==> src/rtl/core/sld_pkg.sv <==
// shared types and constants for the sync length frame deframer
package sld_pkg;

  localparam int unsigned SYNC_BYTES   = 4;
  localparam int unsigned LENGTH_BYTES = 8;
  localparam int unsigned APB_AW       = 3;

  localparam logic [APB_AW-1:0] REG_SYNC_WORD = APB_AW'(0);

  typedef enum logic [1:0] {
    PH_HUNT = 2'd0,
    PH_LEN  = 2'd1,
    PH_HEAD = 2'd2,
    PH_BODY = 2'd3
  } phase_e;

  typedef struct packed {
    logic [7:0] in_byte;
  } in_beat_t;

  typedef struct packed {
    logic [7:0] out_byte;
    logic       has_data;
    logic       section;
    logic       section_last;
    logic       frame_last;
    logic       length_error;
  } out_beat_t;

  typedef struct packed {
    logic      valid;
    out_beat_t beat;
  } result_t;

endpackage

==> src/rtl/core/sld_stream_if.sv <==
// valid/ready stream interface carrying one beat
interface sld_stream_if #(
  parameter type payload_t = sld_pkg::in_beat_t
) ();
  logic     valid;
  logic     ready;
  payload_t data;

  modport source (output valid, output data, input ready);
  modport sink (input valid, input data, output ready);
endinterface

==> src/rtl/core/sync_length_frame_deframer_core.sv <==
// top level of the sync length frame deframer
//
//   port      dir   beat           notes
//   in_i      sink  in_beat_t      one received byte per beat
//   out_o     src   out_beat_t     header or body byte, empty or error result
//   apb       in    32-bit data    sync word at byte address 0
//
// one byte per cycle sustained while out_o.ready stays high; each beat is parsed in the cycle it is taken
// results are written into a single output register as their byte is taken
// in_i.ready drops only while a result waits and out_o.ready is low
// async active-low reset returns to sync hunt with sync word zero
module sync_length_frame_deframer_core #(
  parameter int unsigned LEN_BITS = 32
) (
  input  logic                        clk_i,
  input  logic                        rst_ni,
  sld_stream_if.sink                  in_i,
  sld_stream_if.source                out_o,
  input  logic                        psel,
  input  logic                        penable,
  input  logic                        pwrite,
  input  logic [sld_pkg::APB_AW-1:0]  paddr,
  input  logic [31:0]                 pwdata,
  output logic [31:0]                 prdata,
  output logic                        pready
);
  import sld_pkg::*;

  logic      step;
  logic      in_ready;
  logic      out_valid;
  logic [31:0] sync_word;
  result_t   res;
  out_beat_t out_beat;

  assign in_i.ready  = in_ready;
  assign step        = in_i.valid && in_ready;
  assign out_o.valid = out_valid;
  assign out_o.data  = out_beat;

  sld_cfg_regs u_cfg (
    .clk_i       (clk_i),
    .rst_ni      (rst_ni),
    .psel        (psel),
    .penable     (penable),
    .pwrite      (pwrite),
    .paddr       (paddr),
    .pwdata      (pwdata),
    .prdata      (prdata),
    .pready      (pready),
    .sync_word_o (sync_word)
  );

  sld_parser #(
    .LEN_BITS (LEN_BITS)
  ) u_parser (
    .clk_i       (clk_i),
    .rst_ni      (rst_ni),
    .step_i      (step),
    .in_byte_i   (in_i.data.in_byte),
    .sync_word_i (sync_word),
    .res_o       (res)
  );

  sld_out_reg u_out (
    .clk_i       (clk_i),
    .rst_ni      (rst_ni),
    .res_i       (res),
    .out_ready_i (out_o.ready),
    .out_valid_o (out_valid),
    .out_beat_o  (out_beat),
    .in_ready_o  (in_ready)
  );
endmodule

==> src/rtl/core/sld_cfg_regs.sv <==
// apb register file holding the sync word
module sld_cfg_regs (
  input  logic                        clk_i,
  input  logic                        rst_ni,
  input  logic                        psel,
  input  logic                        penable,
  input  logic                        pwrite,
  input  logic [sld_pkg::APB_AW-1:0]  paddr,
  input  logic [31:0]                 pwdata,
  output logic [31:0]                 prdata,
  output logic                        pready,
  output logic [31:0]                 sync_word_o
);
  import sld_pkg::*;

  logic [31:0] sync_word_q;
  logic        sel_sync;
  logic        wr_en;

  assign sel_sync = (paddr[APB_AW-1:2] == REG_SYNC_WORD[APB_AW-1:2]);
  assign wr_en    = psel && penable && pwrite && sel_sync;
  assign pready   = 1'b1;
  assign prdata   = sel_sync ? sync_word_q : 32'd0;
  assign sync_word_o = sync_word_q;

  always_ff @(posedge clk_i or negedge rst_ni) begin
    if (!rst_ni) begin
      sync_word_q <= 32'd0;
    end else if (wr_en) begin
      sync_word_q <= pwdata;
    end
  end
endmodule

==> src/rtl/core/sld_parser.sv <==
// frame parser: sync hunt, length capture and section tagging
module sld_parser #(
  parameter int unsigned LEN_BITS = 32
) (
  input  logic             clk_i,
  input  logic             rst_ni,
  input  logic             step_i,
  input  logic [7:0]       in_byte_i,
  input  logic [31:0]      sync_word_i,
  output sld_pkg::result_t res_o
);
  import sld_pkg::*;

  phase_e              phase_q, phase_d;
  logic [23:0]         win_q, win_d;
  logic [1:0]          fill_q, fill_d;
  logic [55:0]         len_q, len_d;
  logic [2:0]          cnt_q, cnt_d;
  logic [LEN_BITS-1:0] hrem_q, hrem_d;
  logic [LEN_BITS-1:0] brem_q, brem_d;

  logic [31:0]         total;
  logic [31:0]         head;
  logic [32:0]         head_min;
  logic [31:0]         body_full;
  logic [LEN_BITS-1:0] head_len;
  logic [LEN_BITS-1:0] body_len;
  logic                len_bad;
  logic                last;

  // lengths complete with the byte now arriving
  assign total     = len_q[31:0];
  assign head      = {in_byte_i, len_q[55:32]};
  assign head_min  = {1'b0, head} + 33'(LENGTH_BYTES);
  assign body_full = total - head - 32'(LENGTH_BYTES);
  assign head_len  = head[LEN_BITS-1:0];
  assign body_len  = body_full[LEN_BITS-1:0];
  assign len_bad   = ((total >> LEN_BITS) != 32'd0) || ((head >> LEN_BITS) != 32'd0) ||
                     ({1'b0, total} < head_min);

  always_ff @(posedge clk_i or negedge rst_ni) begin
    if (!rst_ni) begin
      phase_q <= PH_HUNT;
      win_q   <= '0;
      fill_q  <= '0;
      len_q   <= '0;
      cnt_q   <= '0;
      hrem_q  <= '0;
      brem_q  <= '0;
    end else begin
      phase_q <= phase_d;
      win_q   <= win_d;
      fill_q  <= fill_d;
      len_q   <= len_d;
      cnt_q   <= cnt_d;
      hrem_q  <= hrem_d;
      brem_q  <= brem_d;
    end
  end

  always_comb begin
    phase_d = phase_q;
    win_d   = win_q;
    fill_d  = fill_q;
    len_d   = len_q;
    cnt_d   = cnt_q;
    hrem_d  = hrem_q;
    brem_d  = brem_q;
    res_o   = '0;
    last    = 1'b0;
    if (step_i) begin
      case (phase_q)
        PH_HUNT: begin
          win_d = {in_byte_i, win_q[23:8]};
          if (fill_q == 2'd3) begin
            if ({in_byte_i, win_q} == sync_word_i) begin
              phase_d = PH_LEN;
              win_d   = '0;
              fill_d  = '0;
              len_d   = '0;
              cnt_d   = '0;
            end
          end else begin
            fill_d = fill_q + 2'd1;
          end
        end
        PH_LEN: begin
          if (cnt_q != 3'(LENGTH_BYTES - 1)) begin
            len_d = {in_byte_i, len_q[55:8]};
            cnt_d = cnt_q + 3'd1;
          end else begin
            len_d = '0;
            cnt_d = '0;
            if (len_bad) begin
              res_o.valid             = 1'b1;
              res_o.beat.frame_last   = 1'b1;
              res_o.beat.length_error = 1'b1;
              phase_d = PH_HUNT;
              win_d   = '0;
              fill_d  = '0;
            end else begin
              hrem_d = head_len;
              brem_d = body_len;
              if ((head_len == '0) && (body_len == '0)) begin
                res_o.valid           = 1'b1;
                res_o.beat.frame_last = 1'b1;
                phase_d = PH_HUNT;
                win_d   = '0;
                fill_d  = '0;
              end else if (head_len != '0) begin
                phase_d = PH_HEAD;
              end else begin
                phase_d = PH_BODY;
              end
            end
          end
        end
        PH_HEAD: begin
          last = (hrem_q <= LEN_BITS'(1));
          res_o.valid             = 1'b1;
          res_o.beat.out_byte     = in_byte_i;
          res_o.beat.has_data     = 1'b1;
          res_o.beat.section_last = last;
          res_o.beat.frame_last   = last && (brem_q == '0);
          hrem_d = last ? '0 : hrem_q - LEN_BITS'(1);
          if (last) begin
            if (brem_q != '0) begin
              phase_d = PH_BODY;
            end else begin
              phase_d = PH_HUNT;
              win_d   = '0;
              fill_d  = '0;
            end
          end
        end
        default: begin
          last = (brem_q <= LEN_BITS'(1));
          res_o.valid             = 1'b1;
          res_o.beat.out_byte     = in_byte_i;
          res_o.beat.has_data     = 1'b1;
          res_o.beat.section      = 1'b1;
          res_o.beat.section_last = last;
          res_o.beat.frame_last   = last;
          brem_d = last ? '0 : brem_q - LEN_BITS'(1);
          if (last) begin
            phase_d = PH_HUNT;
            win_d   = '0;
            fill_d  = '0;
          end
        end
      endcase
    end
  end

  a_len_quiet: assert property (@(posedge clk_i) disable iff (!rst_ni)
    (step_i && (phase_q == PH_LEN) && (cnt_q != 3'(LENGTH_BYTES - 1))) |-> !res_o.valid)
    else $error("result during length capture");

  a_empty_ends: assert property (@(posedge clk_i) disable iff (!rst_ni)
    (res_o.valid && !res_o.beat.has_data) |-> res_o.beat.frame_last)
    else $error("dataless result does not end frame");

  a_head_nonzero: assert property (@(posedge clk_i) disable iff (!rst_ni)
    (phase_q == PH_HEAD) |-> (hrem_q != '0))
    else $error("header phase with nothing left");

  a_body_nonzero: assert property (@(posedge clk_i) disable iff (!rst_ni)
    (phase_q == PH_BODY) |-> (brem_q != '0))
    else $error("body phase with nothing left");

  a_fill_grows: assert property (@(posedge clk_i) disable iff (!rst_ni)
    (step_i && (phase_q == PH_HUNT) && (fill_q != 2'd3)) |=> (fill_q == $past(fill_q) + 2'd1))
    else $error("window fill did not advance");
endmodule

==> src/rtl/core/sld_out_reg.sv <==
// result register between parser and output channel
module sld_out_reg (
  input  logic               clk_i,
  input  logic               rst_ni,
  input  sld_pkg::result_t   res_i,
  input  logic               out_ready_i,
  output logic               out_valid_o,
  output sld_pkg::out_beat_t out_beat_o,
  output logic               in_ready_o
);
  import sld_pkg::*;

  logic      valid_q, valid_d;
  out_beat_t beat_q;

  assign in_ready_o  = !valid_q || out_ready_i;
  assign out_valid_o = valid_q;
  assign out_beat_o  = beat_q;

  always_comb begin
    valid_d = valid_q;
    if (valid_q && out_ready_i) begin
      valid_d = 1'b0;
    end
    if (res_i.valid) begin
      valid_d = 1'b1;
    end
  end

  always_ff @(posedge clk_i or negedge rst_ni) begin
    if (!rst_ni) begin
      valid_q <= 1'b0;
    end else begin
      valid_q <= valid_d;
    end
  end

  always_ff @(posedge clk_i) begin
    if (res_i.valid) begin
      beat_q <= res_i.beat;
    end
  end
endmodule

==> src/flat_wrapper.sv <==
// flat-port wrapper written by rule: the top's interface ports become plain ports
module sync_length_frame_deframer_core_flat import sld_pkg::*;
#(
  parameter int unsigned LEN_BITS = 32
)
  (clk_i, rst_ni, psel, penable, pwrite, paddr, pwdata, prdata, pready, in_i_valid, in_i_data, in_i_ready, out_o_valid, out_o_data, out_o_ready);
  sld_stream_if #(.payload_t(in_beat_t)) in_i_i ();
  sld_stream_if #(.payload_t(out_beat_t)) out_o_i ();
  input  logic clk_i;
  input  logic rst_ni;
  input  logic psel;
  input  logic penable;
  input  logic pwrite;
  input  logic [sld_pkg::APB_AW-1:0] paddr;
  input  logic [31:0] pwdata;
  output logic [31:0] prdata;
  output logic pready;
  input wire logic [$bits(in_i_i.valid)-1:0] in_i_valid;
  input wire logic [$bits(in_i_i.data)-1:0] in_i_data;
  output wire logic [$bits(in_i_i.ready)-1:0] in_i_ready;
  output wire logic [$bits(out_o_i.valid)-1:0] out_o_valid;
  output wire logic [$bits(out_o_i.data)-1:0] out_o_data;
  input wire logic [$bits(out_o_i.ready)-1:0] out_o_ready;
  assign in_i_i.valid = in_i_valid;
  assign in_i_i.data = in_i_data;
  assign in_i_ready = in_i_i.ready;
  assign out_o_valid = out_o_i.valid;
  assign out_o_data = out_o_i.data;
  assign out_o_i.ready = out_o_ready;
  sync_length_frame_deframer_core #(.LEN_BITS(LEN_BITS)) u_core (.clk_i(clk_i), .rst_ni(rst_ni), .in_i(in_i_i), .out_o(out_o_i), .psel(psel), .penable(penable), .pwrite(pwrite), .paddr(paddr), .pwdata(pwdata), .prdata(prdata), .pready(pready));
endmodule
==> config.mk <==
export PLATFORM = sky130hd
export DESIGN_NAME = sync_length_frame_deframer_core_flat
export DESIGN_NICKNAME = d
export VERILOG_FILES = /design/src/rtl/core/sld_pkg.sv /design/src/rtl/core/sld_stream_if.sv /design/src/rtl/core/sync_length_frame_deframer_core.sv /design/src/rtl/core/sld_cfg_regs.sv /design/src/rtl/core/sld_parser.sv /design/src/rtl/core/sld_out_reg.sv /design/src/flat_wrapper.sv
export SDC_FILE = /design/constraint.sdc
export NUM_CORES = 1
export LEC_CHECK = 0
export BUFFER_PORTS_ARGS = -buffer_cell sky130_fd_sc_hd__buf_2
export CAP_MARGIN = 0
export CORE_MARGIN = 4
export CORE_UTILIZATION = 50
export DETAILED_ROUTE_END_ITERATION = 12
export PLACE_DENSITY = 0.81
export REMOVE_ABC_BUFFERS = 1
export SLEW_MARGIN = 20
export SYNTH_ARGS = -nofsm -noshare
export SYNTH_HDL_FRONTEND = slang
export SYNTH_SLANG_ARGS = --single-unit
export TNS_END_PERCENT = 1
==> constraint.sdc <==
create_clock -name clk_i -period 4.4 [get_ports clk_i]
set_input_delay 0.44 -clock clk_i [delete_from_list [all_inputs] [get_ports clk_i]]
set_output_delay 0.44 -clock clk_i [all_outputs]
set_load 0.02 [all_outputs]
# After elaboration in Yosys (flattened, before gate mapping)
# Cells that the tools add are included.
[word_totals]
ff_bits = 197
output_inout_bits = 48
[op_classes]
addsub = 7
magnitude_cmp = 3
eq_ne = 13
n_mux = 58
n_bitwise = 4
reduce_logical = 30
[op_table]
columns = ["operator", "count"]
rows = [
  ["$mux 32", 7],
  ["$mux 24", 8],
  ["$mux 56", 3],
  ["$pmux 32 s2", 2],
  ["$pmux 56 s2", 1],
  ["$logic_not 32->1", 3],
  ["$pmux 24 s3", 1],
  ["$le 32x1->1 const B", 2],
  ["$reduce_bool 32->1", 2],
  ["$sub 32x1->32 const B", 2],
  ["$add 32x4->33 const B", 1],
  ["$lt 32x33->1", 1],
  ["$eq 32x32->1", 1],
  ["$mux 2", 16],
  ["$sub 32x32->32", 1],
  ["$sub 32x4->32 const B", 1],
  ["$mux 14", 1],
  ["$ne 2x2->1 const B", 6],
  ["$pmux 2 s3", 2],
  ["$reduce_and 4->1", 3],
  ["$reduce_and 6->1", 2],
  ["$mux 1", 9],
  ["$mux 3", 3],
  ["$mux 9", 1],
  ["18 further kinds", 36],
]

# Longest topological paths before layout
# Gate-level depths: netlist (run 1).
[depth]
ltp_word = 10
mapped_depth = 20

# Modules after synthesis
# From an unflattened synthesis (run 1), not the netlist that was laid out.
[hier_totals]
cells_unflattened = 1651
hier_area_um2 = 13842.0
[modules_own_cells]
columns = ["mod", "instances", "cells_each", "area_per_inst_um2"]
rows = [
  ["sld_parser", 1, 1529, 11843.9],
  ["sld_cfg_regs", 1, 105, 1554.0],
  ["sld_out_reg", 1, 16, 437.9],
  ["sync_length_frame_deframer_core", 1, 1, 6.3],
]

# Worst setup path before layout (run 1)
# Ideal clock, no wire load.
[synth_path]
path_kind = "reg-to-reg"
start = "reg u_core.u_parser.len_q[33]"
end = "reg u_core.u_out.beat_q, in the netlist u_core.u_out.out_beat_o[0] (enable)"
arrival_ns = 3.890
t_required_ns = 4.071
setup_slack_ns = 0.181
stages_incl_launch_ff = 17
path_buffers = 1
cell_sequence = "dfrtp_1 -> inv_1 -> ha_1 -> ha_1 -> inv_1 -> fa_1 -> nor2b_1 -> o2111ai_2 -> a211oi_1 -> nor3_1 -> o31ai_1 -> xnor2_1 -> or4bb_1 -> or2_0 -> o22ai_2 -> buf_6 -> a31o_2"
[synth_via]
elab_chain_cells = 9
elab_cells_between_ends = 12
[synth_rtl]
columns = ["element", "line", "source"]
rows = [
  ["start: declaration", "sld_parser.sv:17", "logic [55:0] len_q, len_d;"],
  ["start signal: assignment", "sld_parser.sv:54", "len_q <= len_d;"],
  ["$sub 32x32->32", "sld_parser.sv:35", "assign body_full = total - head - 32'(LENGTH_BYTES);"],
  ["$sub 32x4->32", "sld_parser.sv:35", ""],
  ["$logic_not 32->1", "sld_parser.sv:104", "if ((head_len == '0) && (body_len == '0)) begin"],
  ["$logic_and 1x1->1", "sld_parser.sv:104", ""],
  ["$mux 1", "sld_parser.sv:104", ""],
  ["$mux 1 (*)", "sld_parser.sv:94", "if (len_bad) begin"],
  ["$mux 1 (*)", "sld_parser.sv:88", "if (cnt_q != 3'(LENGTH_BYTES - 1)) begin"],
  ["$pmux 1 s2 (*)", "sld_parser.sv:72", "case (phase_q)"],
  ["$mux 14 (*)", "sld_parser.sv:71", "if (step_i) begin"],
  ["end signal: assignment", "sld_out_reg.sv:40", "beat_q <= res_i.beat;"],
  ["end: declaration", "sld_out_reg.sv:14", "out_beat_t beat_q;"],
]
# Every way passes the cells marked *; elsewhere a longest branch is shown, timed or not.
# A chain may end at the register's enable or synchronous reset.

# Worst setup path in the final report (run 1)
# Same ends and word-level chain as after synthesis.

==> results of run 1 <==
## worst reg2reg max path: cells and delay by family (launching register included)
family	cells	cell delay, ps
adder cells (fa/ha/maj)	3	840
AND/OR/NAND/NOR	4	1080
AO/OA/AOI/OAI	5	1080
buffers and inverters	4	440
flip-flops	1	360
XOR/XNOR	1	200
## cells in the final DEF (no fill, tap or decap), types with 7 or more instances in the layout
cell	n
nand4_1	32
buf_4	71
nand2b_1	7
o21ai_2	10
or3_1	13
nand3_1	84
buf_2	93
nand2_1	152
xnor2_1	56
ha_1	92
edfxtp_1	13
a21oi_1	89
o22ai_1	8
a22oi_1	37
nor4_1	31
and2_1	19
o21ai_0	166
a211oi_1	7
a21o_1	22
inv_1	122
nor2_1	99
a31oi_1	10
a32oi_1	15
and3_1	13
nor3_1	45
dfrtp_1	183
mux2_2	33
nor2b_1	39
xor2_1	26
o211ai_1	10
clkbuf_16	17
## stage by stage
step                instance area (um2)  setup WS, ps  setup TNS, ps  power [mW]
floorplan                         13600         -1410        -126650        8.94
global placement                  15200          33.3              0        11.1
detailed placement                15200         -85.6          -1920        11.4
CTS                               15800          12.1              0        13.2
global route                      16000         -36.8           -383        14.8
finish                            16000           107              0        13.8
## where the power goes
| group | switching (mW) | internal (mW) |
|---|---|---|
| Clock | 0.848 | 0.780 |
| Combinational | 5.41 | 3.87 |
| Sequential | 0.544 | 2.33 |
| Total | 6.80 | 6.98 |
## path summary, 6_finish.rpt
check                                                    to  cells past startpoint                       from
worst min register to register     u_core.u_parser.cnt_q[1]                      2   u_core.u_parser.cnt_q[1]
max in group asynchronous        u_core.u_parser.brem_q[13]                      2                     rst_ni
worst max-delay path             u_core.u_out.out_beat_o[0]                     17  u_core.u_parser.len_q[33]
worst min-delay path             u_core.u_parser.hrem_q[26]                      1                     rst_ni
worst max register to register   u_core.u_out.out_beat_o[0]                     17  u_core.u_parser.len_q[33]
min in group clk_i              u_core.u_cfg.sync_word_o[6]                      2                  pwdata[6]
## cell families (layout without fill, tap and decap cells)
| group | Yosys count | after routing | synth area share |
|---|---|---|---|
| other | 1 | 1 | 0.000267 |
| and+or+nand+nor | 568 | 568 | 0.201 |
| muxes | 37 | 37 | 0.0293 |
| adders and majority gates | 100 | 100 | 0.0900 |
| AOI/OAI and AO/OA | 457 | 457 | 0.207 |
| DFF | 197 | 197 | 0.355 |
| buffers and inverters | 233 | 326 | 0.0653 |
| xor gates and xnor gates | 83 | 83 | 0.0517 |
## per-layer routing
metal / track usage / wire (um)
met3: 0.0407 / 3140
met2: 0.411 / 19300
met4: 0.101 / 1490
met1: 0.341 / 16500
met5: 0 / 0
## registers in the layout, indices dropped and copies added, names as in the netlist
name	flops
u_core.u_parser.brem_q	32
u_core.u_out.out_beat_o	13
u_core.u_parser.cnt_q	3
u_core.u_parser.fill_q	2
u_core.u_parser.len_q	56
u_core.u_parser.hrem_q	32
u_core.u_cfg.sync_word_o	32
u_core.u_parser.win_q	24
u_core.u_parser.phase_q	2
u_core.u_out.out_valid_o	1
## cell type report
cell class,instances,area [um2],area share
clock inverters,14,180,0.0112
inverters,122,458,0.0286
multi-input cells,1246,8350,0.521
flip-flops and latches,197,5000,0.312
well taps,378,473,0.0295
clock buffers,18,429,0.0268
repair buffers,172,1140,0.0714
## repair_timing
| item | CTS | global route |
|---|---|---|
| setup endpoints to repair | 40 | 106 |
| setup buffers | 0 | 7 |
| gates resized for setup | 6 | 29 |
| pin swaps | 2 | 7 |
==> results.yml, run 1 <==
routing:
  drt-initial-drc-count: 1413
  wl_um: 40400
  ant_nets: 0
  drc: 0
  wire_per_inst_um: 18.8
  dr.pass1.iters: 8
  vias: 13200
  vias_per_cell: 6.15
clock_network:
  cts.htree.levels: 4
  path_clk_slew_ps: 90
  cts-root-buf: "clkbuf_16"
  numClockSinks: 197
  cts_made_buffers: 17
  holdBufCountCts: 0
  clock_latency_ps: 460
  tritoncts: "done"
  clockBufferDepth: 2
worst_setup_path:
  end_kind: "register"
  slowest_stage: "or4bb_4"
  cp_top_family: "compound AO/OA/AOI/OAI gates"
  cp-start-kind: "register"
  path_buf_inv: 4
  critPathRequiredTime_ps: 4570
  timing_worst_setup_path_type: "reg2reg"
  crit_chain: "inv_1, ha_4, ha_2, inv_1, fa_2, nor2b_4, o2111ai_4, a211oi_2, buf_4, nor3_1, o31ai_1, xnor2_1, or4bb_4, or2_4, o22ai_4, a31o_4, buf_12"
  cp_slowest_stage_delay_ps: 570
  path_common_cell: "inv_1"
  reg2reg_slack_ps: 110
  crit_arrival_ps: 4460
  cp_max_fo: 13
grt:
  gr-total-overflow: 0
  grt_pass1_wl_um: 64800
  grt_pass1_vias: 12800
  grt_max_degree: 97
  antenna_found_initial: 0
  grt_use_total: 0.254
sta:
  fmax_ghz: 0.233
  worstMarginPinSlew_ps: 1150
  maxSlewHeadroom: 0.232
  hold_viol: 0
  finalMaxSlewViolations: 0
  setup_violations: 0
  hold-worst-slack_ps: 77.2
  period_needed_ps: 4290
  period_share: 0.976
  fin_skew_ps: 15.2
logic_synthesis:
  synth_area_leader_cell: "dfrtp_1"
  synth-async-reset-ratio: 0.934
  syn_area_per_cell_um2: 8.39
  synth_top_area_frac: 0.327
  synth_ff_type: "dfrtp_1"
  syn_inst: 1676
  synth_seq_area_share: 0.355
  netlist_area_um2: 14100
  ys_types: 86
  ys_ff_latch: 197
  synth_edf_count: 13
  yosysMostFrequentCell: "dfrtp_1"
  synthTopCellsByArea: "dfrtp_1 (33%), ha_1 (8.7%), o21ai_0 (5.9%)"
  synth_warnings: 0
  synth_common_cells: "dfrtp_1 (184), o21ai_0 (166), nand2_1 (152)"
finish:
  final_core_util: 0.577
  nFillCells: 2395
  layout-drive-gt1-share: 0.167
  syn2layout_area_growth_pct: 14.0
  instances_no_fill: 2147
  n_antenna_cell: 0
  fin_nets: 1906
floorplan:
  pin_count: 98
  core_region_area_um2: 27800
  die_area_um2: 30900
  start_util: 0.506
  row_count: 61
  dieWidth_um: 176
  die_y_um: 176
placed_design:
  gp_congestion: 0.932
  dp_cells: 2108
  portBuffers: 94
  place_hpwl_um: 29000
power:
  p_leak_nw: 7.19
  irDropWorstVdd_uv: 563
  power_density_nw_per_um2: 860
flow_run:
  cap_viol_max_count: 0
hold_path:
  hp-class: "in2async"
outcome:
  run_status: "completed"
Power figures use the tool's default switching activity.
==> inputs of run 2 (changes only) <==
BUFFER_PORTS_ARGS = not set   (was -buffer_cell sky130_fd_sc_hd__buf_2)
DONT_BUFFER_PORTS = 1   (was not set)
PLACE_DENSITY = 0.78   (was 0.81)
==> run 2 against run 1 <==
The run now ends with negative hold slack left. Register-to-register slack barely moved. Utilization fell by 2.3 points. Sequential power about the same. First-iteration DRC count is 14% higher. Critical path type unchanged. Largest power group unchanged.
==> results.yml, run 2 (synthesis gave the netlist of run 1 again) <==
grt:
  antenna_found_initial: 1
  grt_pass1_wl_um: 62100
  grt_pass1_vias: 12100
  grt_use_total: 0.243
  gr-total-overflow: 0
  grt_max_degree: 185
placed_design:
  portBuffers: 0
  place_hpwl_um: 27200
  dp_cells: 2003
  pre_cts_slack_ps: -25.7
  gp_congestion: 0.953
clock_network:
  tritoncts: "done"
  numClockSinks: 197
  path_clk_slew_ps: 90
  cts_made_buffers: 17
  clockBufferDepth: 2
  cts-root-buf: "clkbuf_16"
  clock_latency_ps: 450
  cts.htree.levels: 4
worst_setup_path:
  cp_max_fo: 13
  critPathRequiredTime_ps: 4560
  slowest_stage: "or4b_4"
  crit_arrival_ps: 4440
  r2r_start: "u_core.u_parser.len_q[33]"
  r2r_end: "u_core.u_out.out_beat_o[0]"
  r2r.worst_path.cells: 16
  crit_chain: "inv_1, ha_1, ha_1, inv_1, fa_1, nor2b_2, o2111ai_4, a21oi_2, nor3_1, xnor2_1, or3_1, or4b_4, or2_0, o22ai_2, a31o_2, buf_12"
  cp_slowest_stage_delay_ps: 530
  cp-start-kind: "register"
  timing_worst_setup_path_type: "reg2reg"
  reg2reg_slack_ps: 110
  end_kind: "register"
routing:
  dr.pass1.iters: 7
  ant_nets: 0
  wire_per_inst_um: 18.8
  drt-initial-drc-count: 1610
  wl_um: 38300
  vias_per_cell: 6.23
  drc: 0
  vias: 12700
finish:
  layout_commonest_cell: "dfrtp_1"
  layout-drive-gt1-share: 0.112
  most-common-layout-cells: "dfrtp_1 (184), o21ai_0 (166), nand2_1 (152), inv_1 (122), nor2_1 (99)"
  nFillCells: 2389
  fin_nets: 1796
  syn2layout_area_growth_pct: 9.49
  instances_no_fill: 2037
  n_antenna_cell: 0
  regMostFlops: "u_core.u_parser.len_q"
  largest_reg_flops: 56
sta:
  finalMaxSlewViolations: 0
  maxSlewHeadroom: 0.276
  worstMarginPinSlew_ps: 1080
  fin_ws_ps: 114
  setup_violations: 0
  period_share: 0.974
  hold_viol: 184
  fin_skew_ps: 15.5
  period_needed_ps: 4290
  fmax_ghz: 0.233
  hold-worst-slack_ps: -324
  rsz0062_at_grt: "true"
floorplan:
  dieWidth_um: 176
  start_util: 0.506
  row_count: 61
  die_area_um2: 30900
  pin_count: 98
  core_region_area_um2: 27800
  die_y_um: 176
power:
  p_leak_nw: 6.70
  power_density_nw_per_um2: 880
  irDropWorstVdd_uv: 487
  p_total_mw: 13.5
outcome:
  violations: "negative hold slack"
  run_status: "finished with violations"
hold_path:
  hp-class: "in2async"
flow_run:
  cap_viol_max_count: 0
-- run 2: timing repair --
| action | 4_1_cts | 5_1_grt |
|---|---|---|
| pin swaps | 0 | 4 |
| setup buffers | 0 | 2 |
| endpoints found under the hold margin | 184 | 184 |
| endpoints found under the setup margin | 16 | 82 |
| resized for setup | 3 | 25 |
-- run 2: report_power, final --
| group | internal [mW] | switching (mW) |
|---|---|---|
| Combinational | 3.68 | 5.30 |
| Sequential | 2.33 | 0.555 |
| Clock | 0.880 | 0.799 |
| Total | 6.89 | 6.66 |
-- run 2: final cells by class --
cell class                      count  area (um2)  share of cell area
Timing Repair Buffer               62         507              0.0329
Clock buffer                       18         429              0.0279
Clock inverter                     14         203              0.0132
Multi-Input combinational cell   1246        8340               0.541
Sequential cell                   197        4990               0.324
Inverter                          122         458              0.0297
Tap cell                          378         473              0.0307
-- run 2: how the worst max path moves through the flow --
stage	cells past startpoint	start	endpoint	slack (ps)
final	16	u_core.u_parser.len_q[33]	u_core.u_out.out_beat_o[0]	110
after global routing	17	u_core.u_parser.len_q[10]	u_core.u_parser.phase_q[0]	-60
after floorplan	6	in_i_data[1]	u_core.u_parser.len_q[0]	-1410
after detailed placement	16	u_core.u_parser.len_q[33]	u_core.u_parser.win_q[1]	-30
after CTS	15	u_core.u_parser.len_q[37]	u_core.u_out.out_beat_o[1]	20
after global placement	16	u_core.u_parser.len_q[33]	u_core.u_out.out_beat_o[1]	80
-- run 2: through the flow --
| step | setup TNS, ps | instance area (um2) | util |
|---|---|---|---|
| 3_5_place_dp | -111 | 14600 | 0.526 |
| 3_3_place_gp | 0 | 14600 | 0.526 |
| 5_1_grt | -540 | 15400 | 0.554 |
| 4_1_cts | 0 | 15300 | 0.549 |
| 2_1_floorplan | -126650 | 13600 | - |
| 6_report | 0 | 15400 | 0.554 |
-- run 2: metal layers --
| layer | global-route usage | vias to the layer above | share of wire |
|---|---|---|---|
| li1 | - | 5934 | - |
| met1 | 0.333 | 6103 | 0.43 |
| met2 | 0.393 | 545 | 0.48 |
| met3 | 0.0344 | 97 | 0.065 |
| met4 | 0.0916 | 2 | 0.032 |
| met5 | 0 | - | 0.00018 |
-- run 2: worst max-delay path, delay by kind of cell, from the launching register on --
family	cells	cell delay, ps
compound gates	4	830
flops	1	350
buf+inv	3	260
fa+ha+maj	3	910
simple gates	5	1470
xor+xnor	1	180
